## src/rtl/pid_aw_pkg.sv

```systemverilog
`timescale 1ns / 1ps
`default_nettype none

package pid_aw_pkg;

  // Configuration register map.
  localparam int CFG_IDX_W = 3;

  localparam logic [CFG_IDX_W-1:0] REG_PROP   = 3'd0;
  localparam logic [CFG_IDX_W-1:0] REG_INTEG  = 3'd1;
  localparam logic [CFG_IDX_W-1:0] REG_DERIV  = 3'd2;
  localparam logic [CFG_IDX_W-1:0] REG_TARGET = 3'd3;
  localparam logic [CFG_IDX_W-1:0] REG_MIN    = 3'd4;
  localparam logic [CFG_IDX_W-1:0] REG_MAX    = 3'd5;

  // Operation of the shared adder.
  typedef enum logic {
    ALU_ADD = 1'b0,
    ALU_SUB = 1'b1
  } alu_op_t;

endpackage

`default_nettype wire

```

## src/rtl/pid_aw_alu.sv

```systemverilog
`timescale 1ns / 1ps
`default_nettype none

module pid_aw_alu import pid_aw_pkg::*; #(
  parameter int WIDTH = 32
) (
  input  wire logic [WIDTH-1:0] a,
  input  wire logic [WIDTH-1:0] b,
  input  wire alu_op_t          op,
  output logic      [WIDTH-1:0] result
);

  logic [WIDTH-1:0] b_eff;
  logic             carry_in;

  // Subtraction is done as addition of the inverted operand plus one.
  always_comb begin
    case (op)
      ALU_SUB: begin
        b_eff    = ~b;
        carry_in = 1'b1;
      end
      default: begin
        b_eff    = b;
        carry_in = 1'b0;
      end
    endcase
  end

  assign result = a + b_eff + WIDTH'(carry_in);

endmodule

`default_nettype wire

```

## src/rtl/pid_aw_cfg.sv

```systemverilog
`timescale 1ns / 1ps
`default_nettype none

module pid_aw_cfg import pid_aw_pkg::*; #(
  parameter int DATA_WIDTH     = 16,
  parameter int GAIN_FRAC_BITS = 8
) (
  input  wire logic                         clk,
  input  wire logic                         rst,
  input  wire logic                         cfg_we,
  input  wire logic [CFG_IDX_W-1:0]         cfg_index,
  input  wire logic [DATA_WIDTH-1:0]        cfg_data,
  output logic signed [DATA_WIDTH-1:0]      prop,
  output logic signed [DATA_WIDTH-1:0]      integ,
  output logic signed [DATA_WIDTH-1:0]      deriv,
  output logic signed [DATA_WIDTH-1:0]      target,
  output logic signed [DATA_WIDTH-1:0]      dmin,
  output logic signed [DATA_WIDTH-1:0]      dmax
);

  localparam logic [DATA_WIDTH-1:0] UNITY_GAIN = DATA_WIDTH'(1) << GAIN_FRAC_BITS;
  localparam logic [DATA_WIDTH-1:0] MOST_NEG   = {1'b1, {(DATA_WIDTH-1){1'b0}}};
  localparam logic [DATA_WIDTH-1:0] MOST_POS   = {1'b0, {(DATA_WIDTH-1){1'b1}}};

  always_ff @(posedge clk) begin
    if (rst) begin
      prop   <= UNITY_GAIN;
      integ  <= '0;
      deriv  <= '0;
      target <= '0;
      dmin   <= MOST_NEG;
      dmax   <= MOST_POS;
    end else if (cfg_we) begin
      case (cfg_index)
        REG_PROP:   prop   <= cfg_data;
        REG_INTEG:  integ  <= cfg_data;
        REG_DERIV:  deriv  <= cfg_data;
        REG_TARGET: target <= cfg_data;
        REG_MIN:    dmin   <= cfg_data;
        REG_MAX:    dmax   <= cfg_data;
        default: begin
        end
      endcase
    end
  end

endmodule

`default_nettype wire

```

## src/rtl/pid_controller_antiwindup.sv

```systemverilog
// Positional PID controller with a clamped integral sum.
//
// Configuration: a write port (cfg_we, cfg_index, cfg_data) sets the six
// registers; writes take effect at once; the user makes them only while the
// block is idle, which the block itself does not enforce. Input transactions
// carry a sample and a clear bit; each yields exactly one drive and clamp flag.
//
// Timing: the error, sum, difference, range, division and products all run
// through one shared adder under a sequencer. Three shift-and-add products
// of DATA_WIDTH steps each dominate a transaction. After a write to the
// integral gain or to either drive limit, the next transaction without clear
// first recomputes the sum bound by restoring division if the gain is non-zero.
// A transaction with clear set skips the arithmetic and goes straight from
// idle to the final state.
//
// in_ready is high only while the sequencer is idle. A finished result waits
// in the output register; a new transaction may be accepted meanwhile, but it
// does not complete until the waiting result has been taken.
// Reset (rst, synchronous) restores the register defaults, empties the error
// history and the sum, and drops out_valid.
`timescale 1ns / 1ps
`default_nettype none

module pid_controller_antiwindup import pid_aw_pkg::*; #(
  parameter int DATA_WIDTH     = 16,
  parameter int GAIN_FRAC_BITS = 8,
  parameter int ACC_WIDTH      = 32
) (
  input  wire logic                         clk,
  input  wire logic                         rst,
  input  wire logic                         cfg_we,
  input  wire logic [CFG_IDX_W-1:0]         cfg_index,
  input  wire logic [DATA_WIDTH-1:0]        cfg_data,
  input  wire logic                         in_valid,
  output logic                              in_ready,
  input  wire logic signed [DATA_WIDTH-1:0] sample,
  input  wire logic                         clear,
  output logic                              out_valid,
  input  wire logic                         out_ready,
  output logic signed [DATA_WIDTH-1:0]      drive,
  output logic                              clamped
);

  localparam int DW        = DATA_WIDTH;
  localparam int GFB       = GAIN_FRAC_BITS;
  localparam int AW        = ACC_WIDTH;
  localparam int ERR_W     = DW + 1;
  localparam int DIFF_W    = DW + 2;
  localparam int NUM_W     = DW + GFB;
  localparam int REM_W     = DW + 1;
  localparam int PROD_NEED = (((DW + AW) > (2 * DW + 2)) ? (DW + AW) : (2 * DW + 2)) + 2;
  localparam int TOT_W     = (PROD_NEED > 64) ? 64 : PROD_NEED;
  localparam int CMP_W     = ((AW > NUM_W) ? AW : NUM_W) + 1;
  localparam int CNT_W     = $clog2(NUM_W + 1);

  localparam logic [CNT_W-1:0] MUL_LAST = CNT_W'(DW - 1);
  localparam logic [CNT_W-1:0] DIV_LAST = CNT_W'(NUM_W - 1);

  localparam logic signed [TOT_W-1:0] SUM_HI = TOT_W'({1'b0, {(AW-1){1'b1}}});
  localparam logic signed [TOT_W-1:0] SUM_LO = ~SUM_HI;

  typedef enum logic [10:0] {
    S_IDLE  = 11'b000_0000_0001,
    S_RANGE = 11'b000_0000_0010,
    S_DIV   = 11'b000_0000_0100,
    S_ERR   = 11'b000_0000_1000,
    S_SUM   = 11'b000_0001_0000,
    S_BND   = 11'b000_0010_0000,
    S_DIFF  = 11'b000_0100_0000,
    S_MUL_P = 11'b000_1000_0000,
    S_MUL_I = 11'b001_0000_0000,
    S_MUL_D = 11'b010_0000_0000,
    S_DONE  = 11'b100_0000_0000
  } state_t;

  // Configuration registers.
  logic signed [DW-1:0] prop;
  logic signed [DW-1:0] integ;
  logic signed [DW-1:0] deriv;
  logic signed [DW-1:0] target;
  logic signed [DW-1:0] dmin;
  logic signed [DW-1:0] dmax;

  pid_aw_cfg #(
    .DATA_WIDTH     (DW),
    .GAIN_FRAC_BITS (GFB)
  ) u_cfg (
    .clk       (clk),
    .rst       (rst),
    .cfg_we    (cfg_we),
    .cfg_index (cfg_index),
    .cfg_data  (cfg_data),
    .prop      (prop),
    .integ     (integ),
    .deriv     (deriv),
    .target    (target),
    .dmin      (dmin),
    .dmax      (dmax)
  );

  state_t state;

  // Controller state and working registers.
  logic signed [ERR_W-1:0]  last_error;
  logic signed [AW-1:0]     error_sum;
  logic                     bound_stale;
  logic signed [DW-1:0]     sample_r;
  logic                     clear_r;
  logic signed [ERR_W-1:0]  err;
  logic signed [AW-1:0]     sum_r;
  logic signed [DIFF_W-1:0] diff;
  logic [NUM_W-1:0]         quo;
  logic [REM_W-1:0]         rem;
  logic [CNT_W-1:0]         cnt;
  logic [TOT_W-1:0]         acc;
  logic [TOT_W-1:0]         mcand;
  logic [DW-1:0]            mplier;

  // Shared adder.
  logic [TOT_W-1:0]         alu_a;
  logic [TOT_W-1:0]         alu_b;
  alu_op_t                  alu_op;
  logic [TOT_W-1:0]         alu_res;
  logic signed [TOT_W-1:0]  alu_s;

  pid_aw_alu #(
    .WIDTH (TOT_W)
  ) u_alu (
    .a      (alu_a),
    .b      (alu_b),
    .op     (alu_op),
    .result (alu_res)
  );

  assign alu_s = alu_res;

  logic [REM_W:0]           trial;
  logic [DW-1:0]            integ_mag;
  logic [REM_W-1:0]         divisor;
  logic signed [DW:0]       range;
  logic [DW:0]              range_mag;
  logic [NUM_W-1:0]         num_init;
  logic                     div_ge;
  logic signed [AW-1:0]     sum_sat;
  logic signed [CMP_W-1:0]  sum_x;
  logic signed [CMP_W-1:0]  bnd_x;
  logic signed [CMP_W-1:0]  neg_bnd;
  logic signed [CMP_W-1:0]  err_sum_x;
  logic signed [TOT_W-1:0]  acc_s;
  logic signed [TOT_W-1:0]  drv_full;
  logic signed [TOT_W-1:0]  max_x;
  logic signed [TOT_W-1:0]  min_x;
  logic                     out_free;
  logic                     mul_last;

  assign trial     = {rem, quo[NUM_W-1]};
  assign integ_mag = integ[DW-1] ? (~integ + 1'b1) : integ;
  assign divisor   = {integ_mag, 1'b0};
  assign range     = alu_res[DW:0];
  assign range_mag = range[DW] ? (~range + 1'b1) : range;
  assign num_init  = NUM_W'(range_mag[DW-1:0]) << GFB;
  assign div_ge    = ~alu_res[TOT_W-1];
  assign mul_last  = (cnt == MUL_LAST);

  assign sum_sat = (alu_s > SUM_HI) ? SUM_HI[AW-1:0] :
                   (alu_s < SUM_LO) ? SUM_LO[AW-1:0] : alu_s[AW-1:0];

  assign sum_x     = CMP_W'(sum_r);
  assign bnd_x     = CMP_W'(quo);
  assign neg_bnd   = -bnd_x;
  assign err_sum_x = CMP_W'(error_sum);

  assign acc_s    = acc;
  assign drv_full = acc_s >>> GFB;
  assign max_x    = TOT_W'(dmax);
  assign min_x    = TOT_W'(dmin);
  assign out_free = ~out_valid | out_ready;

  assign in_ready = (state == S_IDLE);

  // Operand selection for the shared adder.
  always_comb begin
    alu_a  = '0;
    alu_b  = '0;
    alu_op = ALU_ADD;
    case (state)
      S_RANGE: begin
        alu_a  = TOT_W'(dmax);
        alu_b  = TOT_W'(dmin);
        alu_op = ALU_SUB;
      end
      S_DIV: begin
        alu_a  = TOT_W'(trial);
        alu_b  = TOT_W'(divisor);
        alu_op = ALU_SUB;
      end
      S_ERR: begin
        alu_a  = TOT_W'(target);
        alu_b  = TOT_W'(sample_r);
        alu_op = ALU_SUB;
      end
      S_SUM: begin
        alu_a  = TOT_W'(error_sum);
        alu_b  = TOT_W'(err);
        alu_op = ALU_ADD;
      end
      S_DIFF: begin
        alu_a  = TOT_W'(err);
        alu_b  = TOT_W'(last_error);
        alu_op = ALU_SUB;
      end
      S_MUL_P, S_MUL_I, S_MUL_D: begin
        // The top multiplier bit carries negative weight in two's complement.
        alu_a  = acc;
        alu_b  = mplier[0] ? mcand : '0;
        alu_op = mul_last ? ALU_SUB : ALU_ADD;
      end
      default: begin
      end
    endcase
  end

  always_ff @(posedge clk) begin
    if (rst) begin
      state       <= S_IDLE;
      out_valid   <= 1'b0;
      error_sum   <= '0;
      last_error  <= '0;
      bound_stale <= 1'b1;
    end else begin
      if (out_valid && out_ready) begin
        out_valid <= 1'b0;
      end

      case (state)
        S_IDLE: begin
          if (in_valid) begin
            sample_r <= sample;
            clear_r  <= clear;
            if (clear) begin
              error_sum  <= '0;
              last_error <= '0;
              state      <= S_DONE;
            end else if (bound_stale && (integ != '0)) begin
              state <= S_RANGE;
            end else begin
              state <= S_ERR;
            end
          end
        end
        S_RANGE: begin
          quo   <= num_init;
          rem   <= '0;
          cnt   <= '0;
          state <= S_DIV;
        end
        S_DIV: begin
          // Restoring division; the quotient shifts in where the numerator leaves.
          rem <= div_ge ? alu_res[REM_W-1:0] : trial[REM_W-1:0];
          quo <= {quo[NUM_W-2:0], div_ge};
          cnt <= cnt + 1'b1;
          if (cnt == DIV_LAST) begin
            bound_stale <= 1'b0;
            state       <= S_ERR;
          end
        end
        S_ERR: begin
          err   <= alu_res[ERR_W-1:0];
          state <= S_SUM;
        end
        S_SUM: begin
          sum_r <= sum_sat;
          state <= S_BND;
        end
        S_BND: begin
          if ((integ != '0) && (sum_x > bnd_x)) begin
            error_sum <= bnd_x[AW-1:0];
          end else if ((integ != '0) && (sum_x < neg_bnd)) begin
            error_sum <= neg_bnd[AW-1:0];
          end else begin
            error_sum <= sum_r;
          end
          state <= S_DIFF;
        end
        S_DIFF: begin
          diff       <= alu_res[DIFF_W-1:0];
          last_error <= err;
          acc        <= '0;
          mcand      <= TOT_W'(err);
          mplier     <= prop;
          cnt        <= '0;
          state      <= S_MUL_P;
        end
        S_MUL_P, S_MUL_I, S_MUL_D: begin
          acc    <= alu_res;
          mcand  <= mcand << 1;
          mplier <= mplier >> 1;
          cnt    <= cnt + 1'b1;
          if (mul_last) begin
            cnt <= '0;
            case (state)
              S_MUL_P: begin
                mcand  <= TOT_W'(error_sum);
                mplier <= integ;
                state  <= S_MUL_I;
              end
              S_MUL_I: begin
                mcand  <= TOT_W'(diff);
                mplier <= deriv;
                state  <= S_MUL_D;
              end
              default: begin
                state <= S_DONE;
              end
            endcase
          end
        end
        S_DONE: begin
          if (out_free) begin
            out_valid <= 1'b1;
            if (clear_r) begin
              drive   <= '0;
              clamped <= 1'b0;
            end else if (drv_full > max_x) begin
              drive   <= dmax;
              clamped <= 1'b1;
            end else if (drv_full < min_x) begin
              drive   <= dmin;
              clamped <= 1'b1;
            end else begin
              drive   <= drv_full[DW-1:0];
              clamped <= 1'b0;
            end
            state <= S_IDLE;
          end
        end
        default: begin
          state <= S_IDLE;
        end
      endcase

      // A new integral gain or new limits make the stored sum bound out of date.
      if (cfg_we && ((cfg_index == REG_INTEG) || (cfg_index == REG_MIN) ||
                     (cfg_index == REG_MAX))) begin
        bound_stale <= 1'b1;
      end
    end
  end

  // A limited drive sits exactly on one of the limits.
  a_clamp_on_limit: assert property (@(posedge clk) disable iff (rst)
    (out_valid && clamped) |-> ((drive == dmax) || (drive == dmin)))
    else $error("clamped drive is not on a limit");

  // Once the sum has been bounded, it lies inside the current bound.
  a_sum_in_bound: assert property (@(posedge clk) disable iff (rst)
    ((state == S_DIFF) && (integ != '0)) |->
      ((err_sum_x <= bnd_x) && (err_sum_x >= neg_bnd)))
    else $error("integral sum outside its bound");

  // The sequencer leaves idle on every accepted transaction.
  a_busy_after_accept: assert property (@(posedge clk) disable iff (rst)
    (in_valid && in_ready) |=> !in_ready)
    else $error("sequencer still idle after accepting a transaction");

  // The bound is always fresh when the sum is clamped against it.
  a_bound_fresh: assert property (@(posedge clk) disable iff (rst)
    ((state == S_SUM) && (integ != '0)) |-> !bound_stale)
    else $error("sum bound used while out of date");

endmodule

`default_nettype wire

```

## config.mk

```make
export PLATFORM = sky130hd
export DESIGN_NAME = pid_controller_antiwindup
export DESIGN_NICKNAME = d
export VERILOG_FILES = /design/src/rtl/pid_aw_pkg.sv /design/src/rtl/pid_aw_alu.sv /design/src/rtl/pid_aw_cfg.sv /design/src/rtl/pid_controller_antiwindup.sv
export SDC_FILE = /design/constraint.sdc
export NUM_CORES = 1
export LEC_CHECK = 0
export ABC_CLOCK_PERIOD_IN_PS = 16050
export BUFFER_PORTS_ARGS = -buffer_cell sky130_fd_sc_hd__buf_2
export CAP_MARGIN = 40
export CORE_MARGIN = 1
export CORE_UTILIZATION = 45
export CTS_CLUSTER_SIZE = 16
export DETAILED_ROUTE_END_ITERATION = 10
export HOLD_SLACK_MARGIN = 0.1
export SLEW_MARGIN = 20
export SYNTH_ARGS = -nofsm -noshare
export SYNTH_HDL_FRONTEND = slang
export SYNTH_SLANG_ARGS = --single-unit
```

## constraint.sdc

```tcl
create_clock -name clk -period 16.05 [get_ports clk]
set_clock_uncertainty 0.05 [all_clocks]
set_input_delay 0.8025 -clock clk [delete_from_list [all_inputs] [get_ports clk]]
set_output_delay 0.8025 -clock clk [all_outputs]
set_load 0.005 [all_outputs]
```

* Word-level counts from Yosys, hierarchy flattened *
Index checks and enable logic that the tools add are counted.

word-level totals
  register bits after elaboration = 421
  output and inout bits = 19
  word-level logic and storage cells = 147

cells by class
  $add $sub $neg = 6
  magnitude comparators = 6
  equality and inequality tests = 23
  multiplexer cells = 45
  bitwise operators = 7
  reductions and logical operators = 36

operator list
  operator                 number
  $pmux W50 S6             2
  $pmux W50 S2             3
  $mux W32                 5
  $mux W50                 3
  $pmux W11 S9             1
  $mux W16                 5
  $pmux W17 S2             2
  $pmux W16 S2             2
  $pmux W32 S2             1
  $mux W11                 5
  $mux W17                 3
  $add A50 B1 Y50          1
  $add A50 B50 Y50         1
  $gt A50 B32 Y1 const B   1
  $lt A50 B32 Y1 const B   1
  $not A50 Y50             1
  $pmux W24 S2             1
  $gt A42 B16 Y1           1
  $lt A42 B16 Y1           1
  $lt A32 B33 Y1           1
  $neg A24 Y33             1
  $add A16 B1 Y16 const B  2
  $gt A32 B25 Y1           1
  $not A16 Y16             2
  other kinds (39)         76

* Depth between registers and ports, before layout *
Gate-level depths: netlist (run 1).

  word-level depth = 12
  depth in mapped cells = 26

* Modules after synthesis *
Synthesis (run 1) repeated with hierarchy kept, for this count alone.

unflattened totals
  cells, all modules = 2,784
  area total of the unflattened synthesis = 26,847.0 µm²

modules (own cells, without submodules)
  module                     times used  cells an instance  area each (µm²)
  pid_controller_antiwindup  1           1,969              19,786.5
  pid_aw_cfg                 1           354                3,812.4
  pid_aw_alu                 1           461                3,248.1

* Worst setup path after synthesis (run 1) *
No wires, ideal clock.

  path kind = register to register
  start = register state[1]
  end = register acc[0] (enable)
  arrival time = 7.244 ns
  required time = 15.371 ns
  slack = 8.127 ns
  stages on the path, launching flop included = 8
  buffers on the path = 3
  clock period less this slack = 7.923 ns
  path through = dfxtp_1 > buf_2 > or4_4 > nor2_2 > nand3_1 > clkbuf_1 > buf_1 > a21oi_1

between the ends
  longest elaborated chain between the ends = 4
  elaborated cells between the ends (all ways) = 7
  those cells by class = eq/ne: 4; reduce/logical: 3

RTL lines
  what                                         RTL line                          source
  start: declaration                           pid_controller_antiwindup.sv:101  state_t state;
  start signal: assignment                     pid_controller_antiwindup.sv:225  state <= S_IDLE;
  start signal: assignment                     pid_controller_antiwindup.sv:243  state <= S_DONE;
  start signal: assignment                     pid_controller_antiwindup.sv:245  state <= S_RANGE;
  $eq A11 B9 Y1, or another cell as far along  pid_controller_antiwindup.sv:235  case (state)
  $reduce_or A3 Y1                             pid_controller_antiwindup.sv:235
  $reduce_bool A2 Y1 (no line) *               --
  $reduce_and A2 Y1 (no line) *                --
  end signal: assignment                       pid_controller_antiwindup.sv:295  acc <= alu_res;
  end: declaration                             pid_controller_antiwindup.sv:115  logic [TOT_W-1:0] acc;

Every way passes the cells marked *; elsewhere a longest branch is shown, timed or not.
A chain may end at the register's enable or synchronous reset.

* Worst setup path after layout (run 1) *
  start = register state[6]
  end = register sum_r[22] (data pin)

between the ends
  longest elaborated chain between the ends = 9
  elaborated cells between the ends (all ways) = 21
  those cells by class = add/sub: 2; order compare: 2; eq/ne: 8; mux: 6; bitwise: 1; reduce/logical: 2

RTL lines
  what                                         RTL line                          source
  $eq A11 B9 Y1, or another cell as far along  pid_controller_antiwindup.sv:186  case (state)
  $reduce_or A3 Y1                             pid_controller_antiwindup.sv:186
  $pmux W50 S6                                 pid_controller_antiwindup.sv:186
  $not A50 Y50                                 pid_aw_alu.sv:20                  b_eff = ~b;
  $mux W50                                     pid_aw_alu.sv:18                  case (op)
  $add A50 B50 Y50                             pid_aw_alu.sv:30                  assign result = a + b_eff + WIDTH'(carry_in);
  $add A50 B1 Y50 *                            pid_aw_alu.sv:30
  $lt A50 B32 Y1                               pid_controller_antiwindup.sv:166  (alu_s < SUM_LO) ? SUM_LO[AW-1:0] : alu_s[AW-1:0];
  $mux W32                                     pid_controller_antiwindup.sv:166
  end signal: assignment                       pid_controller_antiwindup.sv:272  sum_r <= sum_sat;
  end: declaration                             pid_controller_antiwindup.sv:110  logic signed [AW-1:0] sum_r;

Marks and branches as above.

==> metrics.md, run 1 <==
| Metric | Value |
|---|---|
| Smallest hold slack | `0.291 ns` |
| Wire length of the first global-routing pass | `144000 um` |
| Synth async-reset ratio | `0%` |
| Number of top-level design ports | `60` |
| Final number of setup-violating endpoints | `0` |
| Floorplan die area | `0.0600 mm^2` |
| Register bit total from synthesis | `421` |
| Transition at the pin with the smallest max-transition slack | `0.879 ns` |
| Max-slew headroom at the worst pin | `41.0%` |
| Height of the chip | `245 um` |
| Terminating pin of the worst hold path | `sample_r[6]` |
| Worst min-delay path class | `primary input to register` |
| Critical Path Source Type | `register` |
| Total routing resource utilization after global routing | `31.7%` |
| Placed cell count | `3575` |
| CTS Buf Count | `48` |
| Run status | `completed` |
| Mapped Area | `0.0266 mm^2` |
| Max Fanout on Critical Path | `32` |
| Worst reg2reg endpoint | `sum_r[22]` |
| Vias per cell | `6.40` |
| Post-CTS setup repair buffer count | `0` |
| Final critical delay including setup and external delays | `7.59 ns` |
| CTS tree | `yes` |
| Sequential power share | `43.0%` |
| Maximum vdd drop | `0.0753 mV` |
| Share of total power in combinational logic | `15.3%` |
| Critical path class | `register to register` |
| Startpoint of the most critical hold path | `sample[6]` |
| Critical register-to-register path startpoint | `state[6]` |
| Cell-internal power | `0.00204 W` |
| Power dissipated by switching net loads | `0.000793 W` |
| Power per Cell Area | `96.2 mW/mm^2` |
| Post-route DRC violation count | `0` |
| Cell at the root of the clock tree | `sky130_fd_sc_hd__clkbuf_16` |
| Endpoint required time on the critical path | `16.48 ns` |
| Clock latency on the worst-skew pair | `0.63 ns` |
| Final layout net count | `3100` |
| Deepest clock path buffer count | `3` |
| Post-detailed-route count of antenna-violating nets | `0` |
| Effective utilization at floorplan | `45.8%` |
| Number of enable-type register cells in the synthesized netlist | `263` |
| Post-synth net total | `3116` |
| Critical path endpoint category | `register` |
| Antenna diodes | `0` |
| Leakage power total | `11.7 nW` |
| Number of vias after detailed routing | `23500` |
| Post-CTS Hold Buffers | `0` |
| Count of buffers from port buffering | `59` |
| Total cell area at the placement stage | `0.0277 mm^2` |
| Resized cells post-CTS | `0` |
| Max-capacitance violation count | `0` |
| RSZ-0062 raised after global routing | `no` |
| Fmax | `132 MHz` |
| Cell count after synthesis | `2880` |
| Net switching share of the total power | `28.0%` |
| Overall overflow remaining after global route | `0` |
| Sequential area share after synthesis | `41.6%` |
| Width of the die | `245 um` |
| Final std cell area, no fill | `0.0294 mm^2` |
| Reg2Reg Setup Slack | `8.46 ns` |
| Total half-perimeter wirelength after legalization and detailed placement | `71300 um` |
| Total count of hold-check failures in the final report | `0` |
| Register clock-pin slew on the reported worst setup and hold paths | `0.06 ns` |
| Share of post-route cells with drive strength above 1 | `9.40%` |
| Final weighted congestion in routability-driven placement | `0.999` |
| Depth of the worst hold-timing path | `1` |
| Number of non-filler instances in the completed layout | `3669` |
| DRT Pass-1 Iters | `9` |
| Initial DRC count | `2726` |
| Final Total Pwr | `0.00283 W` |
| Area Growth Syn to Fin | `10.8%` |
| Count of final max-slew check failures | `0` |
| Vias in the first global route | `22600` |
| Count of standard-cell rows | `88` |
| Largest net degree at the start of global routing | `70` |
| Yosys synthesis warning count | `0` |
| Clock sinks | `421` |
| Area inside the core boundary | `0.0580 mm^2` |
| Count of cells along the worst register-to-register path | `22` |
| Library cells used by synthesis | `84` |
| CTS H-Tree Depth | `2` |
| Post-Route Setup TNS | `0 ns` |
| Power share of the clock group | `41.8%` |
| Avg Inst Size Synth | `9.22 um^2` |
| Average routed wire per standard cell | `26.1 um` |
| Most common flop cell mapped by yosys | `sky130_fd_sc_hd__edfxtp_1` |
| Sum of routed wire length over all layers | `95800 um` |
| Arrival time at the worst endpoint | `8.02 ns` |
| Fraction of the cycle the final worst path needs | `47.3%` |
| Antenna violations before repair | `4` |
[synthesized netlist by cell type, types with 12 or more instances]
library cell                 n  area, um^2
sky130_fd_sc_hd__a211o_1    27         236
sky130_fd_sc_hd__a21o_1     78         586
sky130_fd_sc_hd__a21oi_1   286        1430
sky130_fd_sc_hd__a221o_1    24         240
sky130_fd_sc_hd__a221oi_1   12         105
sky130_fd_sc_hd__a222oi_1   41         410
sky130_fd_sc_hd__a22o_1     43         377
sky130_fd_sc_hd__a22oi_1    57         428
sky130_fd_sc_hd__a31oi_1    19         119
sky130_fd_sc_hd__and2_1     12        75.1
sky130_fd_sc_hd__and3_1     23         144
sky130_fd_sc_hd__buf_1      19        71.3
sky130_fd_sc_hd__clkbuf_1  158         593
sky130_fd_sc_hd__dfxtp_1   158        3160
sky130_fd_sc_hd__edfxtp_1  263        7900
sky130_fd_sc_hd__ha_1      194        2430
sky130_fd_sc_hd__inv_1     106         398
sky130_fd_sc_hd__mux2i_1    42         420
sky130_fd_sc_hd__nand2_1   380        1430
sky130_fd_sc_hd__nand2b_1   23         144
sky130_fd_sc_hd__nand3_1    41         205
sky130_fd_sc_hd__nand3b_1   21         158
sky130_fd_sc_hd__nand4_1    50         313
sky130_fd_sc_hd__nor2_1    190         713
sky130_fd_sc_hd__nor2b_1    28         175
sky130_fd_sc_hd__nor3_1     51         255
sky130_fd_sc_hd__nor4_1     17         106
sky130_fd_sc_hd__o211ai_1   23         173
sky130_fd_sc_hd__o21a_1     14         105
sky130_fd_sc_hd__o21ai_0    96         480
sky130_fd_sc_hd__o21ai_1    14        70.1
sky130_fd_sc_hd__o21ai_2    18         158
sky130_fd_sc_hd__o21bai_1   12        90.1
sky130_fd_sc_hd__o22ai_1    18         113
sky130_fd_sc_hd__o41ai_1    21         184
sky130_fd_sc_hd__or2_2      16         100
sky130_fd_sc_hd__or3_1      16         100
sky130_fd_sc_hd__xnor2_1   118        1030
sky130_fd_sc_hd__xor2_1     28         245
[how the worst max path moves through the flow]
stage / start / to / slack [ns] / depth (start not counted)
after floorplan: state[1] / acc[0] / 8.13 / 7
after global placement: state[1] / sum_r[18] / 8.06 / 21
after detailed placement: state[6] / sum_r[18] / 8.37 / 22
after CTS: state[6] / sum_r[18] / 8.34 / 22
after global routing: state[6] / sum_r[22] / 7.97 / 22
final: state[6] / sum_r[22] / 8.46 / 22
[state kept, by name, summed over array words and instances, names as in the netlist, 5 cells and up]
signal        count
acc              50
mcand            50
error_sum        32
sum_r            32
quo              24
diff             18
err              17
last_error       17
rem              17
drive            16
mplier           16
sample_r         16
u_cfg.deriv      16
u_cfg.dmax       16
u_cfg.dmin       16
u_cfg.integ      16
u_cfg.prop       16
u_cfg.target     16
state            11
cnt               5
[stage by stage]
stage / setup slack [ns] / utilization (%)
CTS: 8.34 / 50.6
finish: 8.46 / 50.7
floorplan: 8.13 / -
detailed placement: 8.37 / 47.7
global placement: 8.06 / 47.4
global route: 7.97 / 50.7
[layout make-up]
type / count / area (um^2)
Clock buffer: 64 / 1310
Clock inverter: 26 / 372
Fill cell: 5368 / 28600
Inverter: 107 / 402
Multi-Input combinational cell: 2160 / 14400
Sequential cell: 421 / 11100
Tap cell: 765 / 957
Timing Repair Buffer: 126 / 895
[power groups by stage]
stage	clock network [W]	logic [W]	registers [W]
finish	0.00118	0.000432	0.00122
global route	0.00123	0.000472	0.00122
CTS	0.00119	0.000425	0.00122
detailed placement	0	0.000420	0.00124
global placement	0	0.000403	0.00124
floorplan	0	0.000294	0.00123
[cell families after synthesis]
| logic type | share of synthesized area [%] |
|---|---|
| buffers and inverters | 4.41 |
| AOI/OAI and AO/OA | 21.9 |
| adders and majority gates | 9.21 |
| and+or+nand+nor | 16.4 |
| DFF | 41.6 |
| xor gates and xnor gates | 4.81 |
| muxes | 1.62 |
[cells in the final DEF (no fill, tap or decap), types with 24 or more instances in the layout]
cell / count
sky130_fd_sc_hd__dfxtp_1: 158
sky130_fd_sc_hd__ha_1: 194
sky130_fd_sc_hd__buf_4: 56
sky130_fd_sc_hd__a22o_1: 43
sky130_fd_sc_hd__nand3_1: 40
sky130_fd_sc_hd__a211o_1: 27
sky130_fd_sc_hd__nand2_1: 380
sky130_fd_sc_hd__nor3_1: 50
sky130_fd_sc_hd__edfxtp_1: 263
sky130_fd_sc_hd__inv_1: 106
sky130_fd_sc_hd__nor2_1: 186
sky130_fd_sc_hd__nor2b_1: 26
sky130_fd_sc_hd__o21ai_0: 95
sky130_fd_sc_hd__a222oi_1: 41
sky130_fd_sc_hd__a221o_1: 24
sky130_fd_sc_hd__buf_2: 59
sky130_fd_sc_hd__a22oi_1: 57
sky130_fd_sc_hd__mux2i_1: 42
sky130_fd_sc_hd__clkbuf_16: 48
sky130_fd_sc_hd__xnor2_1: 117
sky130_fd_sc_hd__xor2_1: 27
sky130_fd_sc_hd__nand4_1: 50
sky130_fd_sc_hd__a21o_1: 78
sky130_fd_sc_hd__a21oi_1: 285
[routing by layer]
| layer | vias to the layer above | routed length [um] | global-route usage (%) |
|---|---|---|---|
| met4 | 4 | 2530 | 9.30 |
| met3 | 157 | 9170 | 6.10 |
| met5 | - | 33 | 0 |
| met2 | 1119 | 42900 | 49.6 |
| met1 | 11500 | 41200 | 44.2 |
| li1 | 10700 | - | - |
[critical path, cell delays in order (launching register included)]
cell and delay, ns:
sky130_fd_sc_hd__dfxtp_1 0.42, sky130_fd_sc_hd__or4_1 0.60, sky130_fd_sc_hd__nor2_1 0.17, sky130_fd_sc_hd__and4b_1 0.21, sky130_fd_sc_hd__buf_4 0.39, sky130_fd_sc_hd__a22oi_1 0.22
sky130_fd_sc_hd__nand2_1 0.50, sky130_fd_sc_hd__a21o_1 0.62, sky130_fd_sc_hd__a21o_1 0.15, sky130_fd_sc_hd__ha_1 0.29, sky130_fd_sc_hd__a21oi_1 0.20, sky130_fd_sc_hd__o21ai_0 0.19
sky130_fd_sc_hd__or3_1 0.40, sky130_fd_sc_hd__o21ai_0 0.13, sky130_fd_sc_hd__nor2_1 0.13, sky130_fd_sc_hd__a22o_1 0.26, sky130_fd_sc_hd__nor4_1 0.51, sky130_fd_sc_hd__o21ai_0 0.20
sky130_fd_sc_hd__and2_1 0.18, sky130_fd_sc_hd__or4_1 0.51, sky130_fd_sc_hd__o41a_2 0.67, sky130_fd_sc_hd__buf_16 0.25, sky130_fd_sc_hd__o21ai_1 0.15
Note: power is estimated with default switching activity, not from simulation.
==> inputs of run 2 (changes only) <==
--- a/config.mk
+++ b/config.mk
@@ -5,7 +5,7 @@
 export SDC_FILE = /design/constraint.sdc
 export NUM_CORES = 1
 export LEC_CHECK = 0
-export ABC_CLOCK_PERIOD_IN_PS = 16050
+export ABC_CLOCK_PERIOD_IN_PS = 6800
 export BUFFER_PORTS_ARGS = -buffer_cell sky130_fd_sc_hd__buf_2
 export CAP_MARGIN = 40
 export CORE_MARGIN = 1
==> constraint.sdc (replaced) <==
create_clock -name clk -period 6.8 [get_ports clk]
set_clock_uncertainty 0.05 [all_clocks]
set_input_delay 0.34 -clock clk [delete_from_list [all_inputs] [get_ports clk]]
set_output_delay 0.34 -clock clk [all_outputs]
set_load 0.005 [all_outputs]
==> run 2 against run 1 <==
Setup slack lost 8.2 ns. Hold slack lost 0.14 ns. Via count up 1.8%. Global-route usage rose by 0.48 points. Clock power grew 120%. Largest cell class unchanged.
==> metrics.md, run 2 (synthesized netlist as in run 1, its figures left out) <==
| Metric | Value |
|---|---|
| Transition at the pin with the smallest max-transition slack | `0.862 ns` |
| Total area of multi-input combinational cells | `0.0145 mm^2` |
| Antenna violations before repair | `2` |
| Vias in the first global route | `22800` |
| CTS H-Tree Depth | `2` |
| CTS Buf Count | `48` |
| Fin util | `51.9%` |
| Slowest Stage Delay on Critical Path | `0.74 ns` |
| Fraction of the cycle the final worst path needs | `96.1%` |
| Number of filler instances in the final layout | `5260` |
| Arrival time at the worst endpoint | `6.95 ns` |
| Deepest clock path buffer count | `3` |
| Critical Path Source Type | `register` |
| Sequential cell area | `0.0111 mm^2` |
| Floorplan die area | `0.0600 mm^2` |
| Cell at the root of the clock tree | `sky130_fd_sc_hd__clkbuf_16` |
| Post-detailed-route count of antenna-violating nets | `0` |
| Count of standard-cell rows | `88` |
| Count of final max-slew check failures | `0` |
| Final number of setup-violating endpoints | `0` |
| Run status | `completed` |
| Area Growth Syn to Fin | `13.4%` |
| Area inside the core boundary | `0.0580 mm^2` |
| RSZ-0062 raised after global routing | `no` |
| Maximum vdd drop | `0.215 mV` |
| Total half-perimeter wirelength after legalization and detailed placement | `72700 um` |
| Library cell contributing the largest single delay on the critical path | `sky130_fd_sc_hd__nor4_1` |
| Most frequent cells in the layout | `sky130_fd_sc_hd__nand2_1 (379), sky130_fd_sc_hd__a21oi_1 (285), sky130_fd_sc_hd__edfxtp_1 (263)` |
| Post-CTS setup repair buffer count | `0` |
| Clock sinks | `421` |
| Total routing resource utilization after global routing | `32.2%` |
| CTS tree | `yes` |
| Biggest regs | `acc (50), mcand (50)` |
| Largest net degree at the start of global routing | `127` |
| Total count of hold-check failures in the final report | `0` |
| Average routed wire per standard cell | `26.2 um` |
| Critical register-to-register path startpoint | `state[6]` |
| Clock latency on the worst-skew pair | `0.64 ns` |
| Leakage power total | `12.1 nW` |
| Number of top-level design ports | `60` |
| Final critical delay including setup and external delays | `6.54 ns` |
| Count of buffers from port buffering | `59` |
| Vias per cell | `6.39` |
| Smallest hold slack | `0.148 ns` |
| Antenna diodes | `0` |
| Max Fanout on Critical Path | `20` |
| Wire length of the first global-routing pass | `145000 um` |
| Fmax | `153 MHz` |
| Number of vias after detailed routing | `23900` |
| Worst Setup SP | `state[6]` |
| Height of the chip | `245 um` |
| Most common cell after layout, fill and taps aside | `sky130_fd_sc_hd__nand2_1` |
| Final weighted congestion in routability-driven placement | `1.01` |
| Critical path class | `register to register` |
| Final layout net count | `3173` |
| Initial DRC count | `2863` |
| Worst min-delay path class | `primary input to register` |
| Overall overflow remaining after global route | `0` |
| Max-capacitance violation count | `0` |
| Width of the die | `245 um` |
| Register clock-pin slew on the reported worst setup and hold paths | `0.06 ns` |
| Sum of routed wire length over all layers | `97900 um` |
| Post-route DRC violation count | `0` |
| Endpoint required time on the critical path | `7.22 ns` |
| DRT Pass-1 Iters | `7` |
| Power per Cell Area | `216 mW/mm^2` |
| Max-slew headroom at the worst pin | `42.5%` |
| Critical path's most frequent cell | `sky130_fd_sc_hd__buf_4` |
| Series of cell instances along the critical path | `buf_4 -> nor4b_1 -> and3_1 -> buf_4 -> buf_4 -> a21o_1 -> buf_4 -> a21o_1 -> ha_1 -> nand2_1 -> nor4_1 -> nand3_1 -> a21oi_1 -> nor2_1 -> o221ai_1 -> xnor2_1 -> or3_1 -> o41a_2 -> buf_4 -> o21ai_2` |
| Startpoint of the most critical hold path | `cfg_index[2]` |
| Share of post-route cells with drive strength above 1 | `11.0%` |
| Effective utilization at floorplan | `45.8%` |
| Critical path endpoint category | `register` |
==> run 2: through the flow <==
stage / setup slack (ns) / cell area [um^2] / total power [W] / setup TNS [ns] / instances
6_report: 0.264 / 30100 / 0.00650 / 0 / 3742
5_1_grt: 0.0276 / 30100 / 0.00671 / 0 / 3742
4_1_cts: 0.114 / 30000 / 0.00651 / 0 / 3738
3_5_place_dp: -0.0159 / 28100 / 0.00395 / -0.0159 / 3613
3_3_place_gp: 0.260 / 27900 / 0.00391 / 0 / 3604
2_1_floorplan: 0.502 / 26600 / 0.00359 / 0 / 2880
==> run 2: cell type report <==
cell class / instances / share of cell area, %
Clock inverter: 24 / 0.660
Clock buffer: 66 / 4.50
Multi-Input combinational cell: 2160 / 48.2
Inverter: 107 / 1.33
Sequential cell: 421 / 36.7
Timing Repair Buffer: 199 / 5.38
Tap cell: 765 / 3.18
==> run 2: worst max-delay path: cells and delay by family, from the launching register on <==
| family | cells | cell delay [ns] |
|---|---|---|
| flops | 1 | 0.32 |
| simple gates | 7 | 2.44 |
| compound gates | 6 | 1.60 |
| buf+inv | 5 | 1.32 |
| fa+ha+maj | 1 | 0.45 |
| xor+xnor | 1 | 0.15 |
==> run 2: metal layers <==
| layer | routed length (um) | track usage [%] | up-vias |
|---|---|---|---|
| met1 | 40600 | 42.9 | 11700 |
| met4 | 4450 | 14.0 | 0 |
| met3 | 9220 | 6.34 | 237 |
| met5 | 0 | 0 | - |
| li1 | - | - | 10800 |
| met2 | 43600 | 50.5 | 1190 |
==> run 2: path summary, 6_finish.rpt <==
path | to | slack [ns] | cells past startpoint
setup reg to reg | sum_r[3] | 0.26 | 20
hold / removal | bound_stale | 0.15 | 4
setup / recovery | sum_r[3] | 0.26 | 20
hold reg to reg | u_cfg.deriv[12] | 0.40 | 2
==> run 2: power by group <==
part | total (W) | internal [W] | switching [W]
clock network | 0.00255 | 0.00142 | 0.00113
logic | 0.00108 | 0.000394 | 0.000682
registers | 0.00287 | 0.00282 | 0.0000522
==> run 2: timing repair <==
| action | CTS | global route |
|---|---|---|
| setup endpoints to repair | 31 | 31 |
| resized for setup | 2 | 22 |
| hold buffers | 35 | 0 |
| endpoints found under the hold margin | 122 | 0 |
